`src/rtl/core/srs_pkg.sv`:
```
// Package with shared constants for the speed ramp smoother.
package srs_pkg;

   localparam int unsigned SPEED_W    = 16;
   localparam int unsigned TIME_W     = 32;
   localparam int unsigned INTERVAL_W = 16;

   // Division by five: x / 5 == (x * 52429) >> 18 for every 16-bit x.
   localparam logic [SPEED_W-1:0] DIV5_RECIP = 16'd52429;
   localparam int unsigned        DIV5_SHIFT = 18;
   localparam int unsigned        PROD_W     = 2 * SPEED_W;

   localparam logic [INTERVAL_W-1:0] INTERVAL_RESET = 16'd100;

   typedef enum logic {
      OP_SET_TARGET = 1'b0,
      OP_TICK       = 1'b1
   } op_type;

endpackage

```
`src/rtl/core/speed_ramp_smoother_unit.sv`:
```
// Top level of the speed ramp smoother: input register, update logic, result register.
//
// Usage:
//   The request channel (req_valid / req_stall) carries one beat per item: req_op selects
//   a new target (req_target_speed) or a time tick (req_now_ms). The response channel
//   (rsp_valid / rsp_stall) returns one beat per item holding the smoothed speed after
//   that item. A beat is taken at a clock edge where valid is high and stall is low.
//   The response beat is registered twice after the request beat is accepted: the
//   accepting edge loads the input register, and the result register is loaded from it
//   at an edge where the result register is empty or its beat is being taken.
//   Throughput is one item per cycle while rsp_stall is low; the whole update for an item,
//   including the divide-by-five done as a reciprocal multiply, sits between those registers.
//   When the receiver stalls, the result register holds its beat and the input register
//   can still take one more beat; req_stall rises only when both are full.
//   The user must write the interval register through csr_we / csr_wdata only while the
//   block is idle; the block itself does not enforce this. Synchronous reset empties both
//   registers, clears target, smoothed value, step and last tick time to zero, and sets the tick interval to 100 ms.
module speed_ramp_smoother_unit (
   input  logic        clock,
   input  logic        reset,
   input  logic        req_valid,
   output logic        req_stall,
   input  logic        req_op,
   input  logic [15:0] req_target_speed,
   input  logic [31:0] req_now_ms,
   output logic        rsp_valid,
   input  logic        rsp_stall,
   output logic [15:0] rsp_smoothed_speed,
   input  logic        csr_we,
   input  logic [15:0] csr_wdata
);

   localparam int unsigned SW = srs_pkg::SPEED_W;
   localparam int unsigned TW = srs_pkg::TIME_W;

   // Input register.
   logic                    in_valid_ff, in_valid_in;
   srs_pkg::op_type         in_op_ff;
   logic [SW-1:0]           in_target_ff;
   logic [TW-1:0]           in_now_ff;

   // Result register.
   logic                    out_valid_ff, out_valid_in;
   logic [SW-1:0]           out_speed_ff;

   // Block state.
   logic [srs_pkg::INTERVAL_W-1:0] interval_ff, interval_in;
   logic [SW-1:0]           target_ff, target_in;
   logic [SW-1:0]           smoothed_ff, smoothed_in;
   logic [SW-1:0]           step_ff, step_in;
   logic [TW-1:0]           last_tick_ff, last_tick_in;

   logic                    advance;
   logic                    process;
   logic                    req_take;

   logic                    below;
   logic [SW-1:0]           gap;
   logic [srs_pkg::PROD_W-1:0] gap_prod;
   logic [SW-1:0]           new_step;
   logic [TW-1:0]           elapsed;
   logic                    tick_due;
   logic [SW:0]             up_sum;

   assign advance   = !out_valid_ff || !rsp_stall;
   assign process   = in_valid_ff && advance;
   assign req_stall = in_valid_ff && !advance;
   assign req_take  = req_valid && !req_stall;

   assign rsp_valid          = out_valid_ff;
   assign rsp_smoothed_speed = out_speed_ff;

   // Set-target path: step is one fifth of the distance to the smoothed value.
   always_comb begin
      below    = in_target_ff < smoothed_ff;
      gap      = below ? (smoothed_ff - in_target_ff) : (in_target_ff - smoothed_ff);
      gap_prod = gap * srs_pkg::DIV5_RECIP;
      new_step = SW'(gap_prod >> srs_pkg::DIV5_SHIFT);
   end

   // Tick path.
   always_comb begin
      elapsed  = in_now_ff - last_tick_ff;
      tick_due = elapsed >= TW'(interval_ff);
      up_sum   = {1'b0, smoothed_ff} + {1'b0, step_ff};
   end

   always_comb begin
      target_in    = target_ff;
      smoothed_in  = smoothed_ff;
      step_in      = step_ff;
      last_tick_in = last_tick_ff;
      if (process) begin
         case (in_op_ff)
            srs_pkg::OP_SET_TARGET: begin
               target_in = in_target_ff;
               step_in   = new_step;
               if (below && new_step == '0 && in_target_ff == '0) begin
                  smoothed_in = '0;
               end
            end
            srs_pkg::OP_TICK: begin
               if (tick_due) begin
                  last_tick_in = in_now_ff;
                  if (target_ff <= smoothed_ff) begin
                     // Moving down floors at zero, not at the target.
                     smoothed_in = (smoothed_ff < step_ff) ? '0 : smoothed_ff - step_ff;
                  end else if (up_sum >= {1'b0, target_ff}) begin
                     smoothed_in = target_ff;
                  end else begin
                     smoothed_in = up_sum[SW-1:0];
                  end
               end
            end
            default: begin
               smoothed_in = smoothed_ff;
            end
         endcase
      end
   end

   always_comb begin
      interval_in  = csr_we ? csr_wdata : interval_ff;
      in_valid_in  = req_take ? 1'b1 : (process ? 1'b0 : in_valid_ff);
      out_valid_in = process ? 1'b1 : (rsp_stall ? out_valid_ff : 1'b0);
   end

   always_ff @(posedge clock) begin
      if (reset) begin
         in_valid_ff  <= 1'b0;
         out_valid_ff <= 1'b0;
         interval_ff  <= srs_pkg::INTERVAL_RESET;
         target_ff    <= '0;
         smoothed_ff  <= '0;
         step_ff      <= '0;
         last_tick_ff <= '0;
      end else begin
         in_valid_ff  <= in_valid_in;
         out_valid_ff <= out_valid_in;
         interval_ff  <= interval_in;
         target_ff    <= target_in;
         smoothed_ff  <= smoothed_in;
         step_ff      <= step_in;
         last_tick_ff <= last_tick_in;
      end
   end

   always_ff @(posedge clock) begin
      if (req_take) begin
         in_op_ff     <= srs_pkg::op_type'(req_op);
         in_target_ff <= req_target_speed;
         in_now_ff    <= req_now_ms;
      end
      if (process) begin
         out_speed_ff <= smoothed_in;
      end
   end

`ifndef SYNTHESIS
   // Both registers come out of reset empty.
   a_reset_empty: assert property (@(posedge clock)
      reset |=> (!rsp_valid && !in_valid_ff))
      else $error("pipeline not empty after reset");

   // Back pressure reaches the request side only when the input register is full and the result beat is stalled.
   a_stall_needs_full: assert property (@(posedge clock) disable iff (reset)
      req_stall |-> (in_valid_ff && rsp_valid && rsp_stall))
      else $error("request stalled with room in the pipeline");

   // While the result beat is held, no item updates the smoothed value.
   a_hold_state: assert property (@(posedge clock) disable iff (reset)
      (rsp_valid && rsp_stall) |=> $stable(smoothed_ff))
      else $error("smoothed value changed while result was stalled");
`endif

endmodule
```
`config.mk`:
```
export PLATFORM = sky130hd
export DESIGN_NAME = speed_ramp_smoother_unit
export DESIGN_NICKNAME = d
export VERILOG_FILES = /design/src/rtl/core/srs_pkg.sv /design/src/rtl/core/speed_ramp_smoother_unit.sv
export SDC_FILE = /design/constraint.sdc
export NUM_CORES = 1
export LEC_CHECK = 0
export BUFFER_PORTS_ARGS = -buffer_cell sky130_fd_sc_hd__buf_2
export CAP_MARGIN = 40
export CORE_ASPECT_RATIO = 2
export CORE_MARGIN = 4
export CORE_UTILIZATION = 40
export CTS_BUF_LIST = sky130_fd_sc_hd__clkbuf_8 sky130_fd_sc_hd__clkbuf_16
export DETAILED_ROUTE_END_ITERATION = 6
export GPL_TIMING_DRIVEN = 1
export PLACE_DENSITY_LB_ADDON = 0.15
export REMOVE_ABC_BUFFERS = 1
export SLEW_MARGIN = 10
export SYNTH_ARGS = -nofsm -noshare
export SYNTH_HDL_FRONTEND = slang
export SYNTH_SLANG_ARGS = --single-unit
```
`constraint.sdc`:
```
create_clock -name clock -period 8.8 [get_ports clock]
set_input_delay 0.88 -clock clock [delete_from_list [all_inputs] [get_ports clock]]
set_output_delay 0.88 -clock clock [all_outputs]
set_load 0.03 [all_outputs]
```
Word-level counts from Yosys, hierarchy flattened
Cells that the tools add are included.
{ "classes": {"addsub": 5, "mul": 1, "order_cmp": 5, "eq_ne": 1, "mux": 12, "bitwise": 1, "reduce_logical": 15} }
{ "op_table": {"columns": ["operator", "count"], "rows": [
  ["$mux 16", 7],
  ["$ge 32x16->1", 1],
  ["$logic_not 16->1", 2],
  ["$mul 16x16->32 const B", 1],
  ["$pmux 16 s2", 1],
  ["$sub 16x16->16", 2],
  ["$sub 32x32->32", 1],
  ["$add 16x14->17", 1],
  ["$ge 17x16->1", 1],
  ["$le 16x16->1", 1],
  ["$lt 16x14->1", 1],
  ["$lt 16x16->1", 1],
  ["$sub 16x14->16", 1],
  ["$logic_and 1x1->1", 5],
  ["$logic_not 1->1", 4],
  ["$mux 1", 4],
  ["$reduce_and 3->1", 1],
  ["$ne 2x1->1 const B", 1],
  ["$reduce_and 2->1", 1],
  ["$reduce_bool 2->1", 1],
  ["$logic_or 1x1->1", 1],
  ["$not 1->1", 1]
]} }
{ "totals": {"register_bits": 161, "input_bits": 70, "out_inout_bits": 18, "wordCells": 51} }

Longest topological paths before layout
{ "depth": {"depth_word": 9, "mapped_depth": 39, "ltp_nobuf": 37} }

Worst setup path before layout
OpenSTA, ideal clock, no wires.
{ "synth_timing": {"path_kind": "reg2reg", "startpoint": "register smoothed_ff[1]", "endpoint": "register out_speed_ff[4], in the netlist rsp_smoothed_speed[4] (data pin)", "setup_ps": 262, "t_arrival_ps": 8409, "required_time_ps": 8538, "path_slack_ps": 130, "stages_incl_launch_ff": 36, "n_path_buf": 3, "period_less_slack_ps": 8670, "path_cell_list": "dfxtp_1 -> inv_1 -> fa_1 -> nand3_1 -> a21oi_1 -> o2111ai_1 -> nand2_1 -> clkbuf_1 -> buf_1 -> nor2_1 -> nor2_1 -> a31oi_1 -> xnor2_1 -> ha_1 -> inv_1 -> fa_1 -> inv_1 -> fa_1 -> fa_1 -> fa_1 -> inv_1 -> fa_1 -> inv_1 -> ha_1 -> and3_1 -> and2_1 -> a2111oi_0 -> a21boi_0 -> a211oi_1 -> xor2_1 -> nor4_1 -> o2111a_1 -> o2111ai_2 -> nor3_2 -> buf_2 -> o21ai_0"} }
{ "synth_via": {"elab_chain_cells": 9, "word_cells_on_any_way": 20, "cone_classes": "add/sub (4); mul (1); order compare (4); mux (8); reduce/logical (3)"} }
{ "synth_rtl": {"columns": ["element", "line", "text"], "rows": [
  ["from (decl)", "speed_ramp_smoother_unit.sv:49", "logic [SW-1:0] smoothed_ff, smoothed_in;"],
  ["from (signal assigned)", "speed_ramp_smoother_unit.sv:142", "smoothed_ff <= smoothed_in;"],
  ["$sub 16x16->16 / $lt 16x16->1 (equally long branches)", "speed_ramp_smoother_unit.sv:76, speed_ramp_smoother_unit.sv:75", null],
  ["$mux 16", "speed_ramp_smoother_unit.sv:76", "gap = below ? (smoothed_ff - in_target_ff) : (in_target_ff - smoothed_ff);"],
  ["$mul 16x16->32", "speed_ramp_smoother_unit.sv:77", "gap_prod = gap * srs_pkg::DIV5_RECIP;"],
  ["$logic_not 16->1", "speed_ramp_smoother_unit.sv:98", "if (below && new_step == '0 && in_target_ff == '0) begin"],
  ["$logic_and 1x1->1 (2 in series)", "speed_ramp_smoother_unit.sv:98", null],
  ["$mux 16", "speed_ramp_smoother_unit.sv:98", null],
  ["$pmux 16 s2 *", "speed_ramp_smoother_unit.sv:94", "case (in_op_ff)"],
  ["$mux 16 *", "speed_ramp_smoother_unit.sv:93", "if (process) begin"],
  ["net smoothed_in[4]", "speed_ramp_smoother_unit.sv:49", null],
  ["to (signal assigned)", "speed_ramp_smoother_unit.sv:155", "out_speed_ff <= smoothed_in;"],
  ["to (decl)", "speed_ramp_smoother_unit.sv:44", "logic [SW-1:0] out_speed_ff;"]
]} }
The timed path passes the listed nets; every way through them passes the cells marked *.
A chain may end at the register's enable or synchronous reset.

Final worst setup path
{ "layout_timing": {"startpoint": "register in_target_ff[1]", "endpoint": "register smoothed_ff[15]"} }
{ "layout_via": {"elab_chain_cells": 9, "word_cells_on_any_way": 12, "cone_classes": "add/sub (2); mul (1); order compare (1); mux (4); reduce/logical (4)"} }
{ "layout_rtl": {"columns": ["element", "line", "text"], "rows": [
  ["from (decl)", "speed_ramp_smoother_unit.sv:39", "logic [SW-1:0] in_target_ff;"],
  ["from (signal assigned)", "speed_ramp_smoother_unit.sv:151", "in_target_ff <= req_target_speed;"],
  ["$sub 16x16->16 / $lt 16x16->1 (equally long branches)", "speed_ramp_smoother_unit.sv:76, speed_ramp_smoother_unit.sv:75", null],
  ["$mux 16", "speed_ramp_smoother_unit.sv:76", null],
  ["$mul 16x16->32", "speed_ramp_smoother_unit.sv:77", null],
  ["$logic_not 16->1", "speed_ramp_smoother_unit.sv:98", null],
  ["$logic_and 1x1->1", "speed_ramp_smoother_unit.sv:98", null],
  ["$logic_and 1x1->1 *", "speed_ramp_smoother_unit.sv:98", null],
  ["$mux 16 *", "speed_ramp_smoother_unit.sv:98", null],
  ["$pmux 16 s2 *", "speed_ramp_smoother_unit.sv:94", null],
  ["$mux 16 *", "speed_ramp_smoother_unit.sv:93", null]
]} }
Every way passes the cells marked *; elsewhere a longest branch is shown, timed or not.

==> results by group <==
Worst hold path
  • Hold Crit Class: reg -> reg

Logic synthesis
  • Synth Register Bits: ~160
  • Cell taking the most area after synthesis: ha_1
  • EDFF count, synth: 65
  • Async set or reset register ratio after synthesis: 0
  • Synth top area cells: ha_1 (19%), edfxtp_1 (11%), dfxtp_1 (11%), fa_1 (9.6%), inv_1 (6.4%)
  • Gate Count Post-Synth: roughly 2,100
  • Top cell type's share of synthesized area: 0.190
  • Post-synth cell types: 80
  • Mapped cell area: between 0.015 and 0.02 mm2
  • Main synth FF type: dfxtp_1
  • Sequential area share after synthesis: 0.220
  • Syn_area_per_cell: between 8 and 9 um2
  • Yosys Warn Count: 0

Layout
  • Register Area: around 0.0039 mm2
  • Most frequent cells in the layout: buf_4 (298), inv_1 (278), ha_1 (229), nand2_1 (211), a21oi_1 (141)
  • Fill cell count: between 4,000 and 5,000
  • ANT cells: 0
  • Synth-to-layout area growth: 29.7%
  • Footprint of the multi-input gates: around 0.014 mm2
  • Commonest non-fill, non-tap cell in the layout: buf_4
  • Layout net count: 2,866
  • Finished Core Util: 0.526
  • Design Area, Final: 0.0228 mm2
  • Share of cells above drive strength 1: 0.273

Setup path
  • WS Path Type: reg -> reg
  • Worst setup EP type: flop
  • Critical Path Start Type: flop
  • Maximum net fanout on the critical path: 8
  • CP max stage cell: fa_2
  • CP peak stage delay: ~0.52 ns
  • Worst path arrival time: ~9.0 ns
  • CP required: about 9 ns
  • CP most frequent cell: a21o_1

STA
  • Final hold vios: 0
  • Fin crit period: slightly below 9 ns
  • RSZ-0062 raised after global routing: yes
  • Fmax: roughly 120 MHz
  • Final worst slack: ~0.11 ns
  • Tcrit/Tclk final: 0.988
  • Max_slew headroom: 0.376
  • Setup TNS Final: 0 ns
  • Worst Max-Slew Pin Slew: 0.929 ns
  • Clock skew: 0.0116 ns
  • Max-slew violations: 0
  • Final setup viols: 0

Detailed routing
  • Drt wl/cell: 22.2 um
  • Detailed-route wire length: ~67,000 um
  • Post-route ant nets: 0
  • # DRC: 0
  • DRT iter0 DRCs: roughly 660
  • Drt via density: ~5.6
  • Via count: approximately 17,000
  • First-pass iteration count of the detailed router: 6

Die
  • Die H: just over 300 um
  • Core Region: roughly 0.043 mm2
  • Chip Width: between 150 and 200 um
  • Ports: 88
  • Initial Util: 0.405
  • Die area: between 0.04 and 0.05 mm2
  • Rows: ~110

Global route
  • Largest net degree at the start of global routing: 60
  • Global-route wire length before repair: 100,000 um
  • Number of global-route vias before repair: around 18,000
  • Grt ovf: 0
  • GRT Util Overall: 0.278
  • Initial antenna violation count: 0

Clocking
  • TritonCTS Sinks: roughly 160
  • CTS tree: built
  • Clock transition at path regs: ~0.07 ns
  • H-tree levels: 4
  • Hold Buf Count CTS: 0
  • Root buf cell: clkbuf_16
  • Num CTS Buffers: 17
  • Clock buffer depth: 2
  • Clk_lat worst skew: 0.46 ns

Run
  • Max cap viols: 0

Placed design
  • Routability congestion estimate: 1.02
  • Place WS: -0.866 ns
  • Dpl hpwl: around 55,000 um
  • Port Buffers: 87
  • Cell Area, Placed: ~0.020 mm2

Run status
  • Status: complete, no violations
-- layout make-up --
class,count,share of cell area
Sequential cell,161,0.170
Timing Repair Buffer,409,0.133
Tap cell,550,0.0302
Clock buffer,18,0.0193
Multi-Input combinational cell,1558,0.593
Clock inverter,14,0.00472
Inverter,298,0.0492
-- critical path, delay by kind of cell (launching register included) --
kind / cells / cell delay, ns
xor gates and xnor gates: 1 / 0.19
DFF: 1 / 0.40
buffers and inverters: 9 / 0.82
and+or+nand+nor: 1 / 0.04
adders and majority gates: 8 / 3.11
AOI/OAI and AO/OA: 19 / 3.99
-- cell usage after synthesis, types with 8 or more instances --
cell and number:
mux2i_1 27, nand4_1 22, o22ai_1 13, a21o_1 40
o211ai_1 35, nor2b_1 22, a22oi_1 16, o31ai_1 9
a31oi_1 21, nand2_1 218, xnor2_1 51, nand3_1 32
buf_2 9, inv_1 298, o21a_1 18, and3_1 11
a211oi_1 20, xor2_1 26, clkbuf_1 56, nor4_1 11
fa_1 84, a211o_1 8, ha_1 267, o21ai_1 9
edfxtp_1 65, nor3_1 41, o21bai_1 14, and2_1 15
o41ai_2 10, a21oi_1 166, o21ai_0 81, nor2_1 135
dfxtp_1 96, nand2b_1 12, mux2_2 9
-- cell families (layout without fill, tap and decap cells) --
| kind of cell | Yosys count | count (layout) | share of synthesized area |
|---|---|---|---|
| multiplexers | 36 | 36 | 0.0211 |
| AND/OR/NAND/NOR | 556 | 556 | 0.146 |
| flip-flops | 161 | 161 | 0.220 |
| adder cells (fa/ha/maj) | 351 | 351 | 0.286 |
| AO/OA/AOI/OAI | 538 | 538 | 0.207 |
| XOR/XNOR | 77 | 77 | 0.0384 |
| buffers and inverters | 370 | 739 | 0.0809 |
-- final timing paths --
| kind | from | endpoint | slack (ns) | cells after the start |
|---|---|---|---|---|
| worst max-delay path | in_target_ff[1] | smoothed_ff[15] | 0.11 | 38 |
| worst min-delay path | last_tick_ff[11] | last_tick_ff[11] | 0.45 | 2 |
| worst max register to register | in_target_ff[1] | smoothed_ff[15] | 0.11 | 38 |
| worst min register to register | last_tick_ff[11] | last_tick_ff[11] | 0.45 | 2 |
-- per-layer routing --
metal  GRT usage  part of all wire
met1       0.209              0.28
met2       0.561              0.57
met3      0.0349             0.029
met4       0.266              0.12
met5           0                 0
-- registers in the layout, summed over array words and instances (netlist names) --
register and cells:
in_now_ff 32, in_target_ff 16, rsp_smoothed_speed 16, in_op_ff 1, in_valid_ff 1, interval_ff 16, smoothed_ff 16, rsp_valid 1
step_ff 14, target_ff 16, last_tick_ff 32
-- stage by stage --
stage	instances	hold slack, ns
2_1_floorplan	2017	0.430
3_3_place_gp	2917	0.442
4_1_cts	2980	0.456
3_5_place_dp	2919	0.447
6_report	3008	0.455
5_1_grt	3008	0.479
-- timing repair --
item                       in CTS  in global routing
pin swaps                      63                130
setup endpoints to repair      35                 33
resized for setup             121                136
cloned                          1                  0
buffers inserted               29                 28
Power is not shown: default switching activity piles up to over one toggle a cycle in this logic, so the estimate is an artifact.
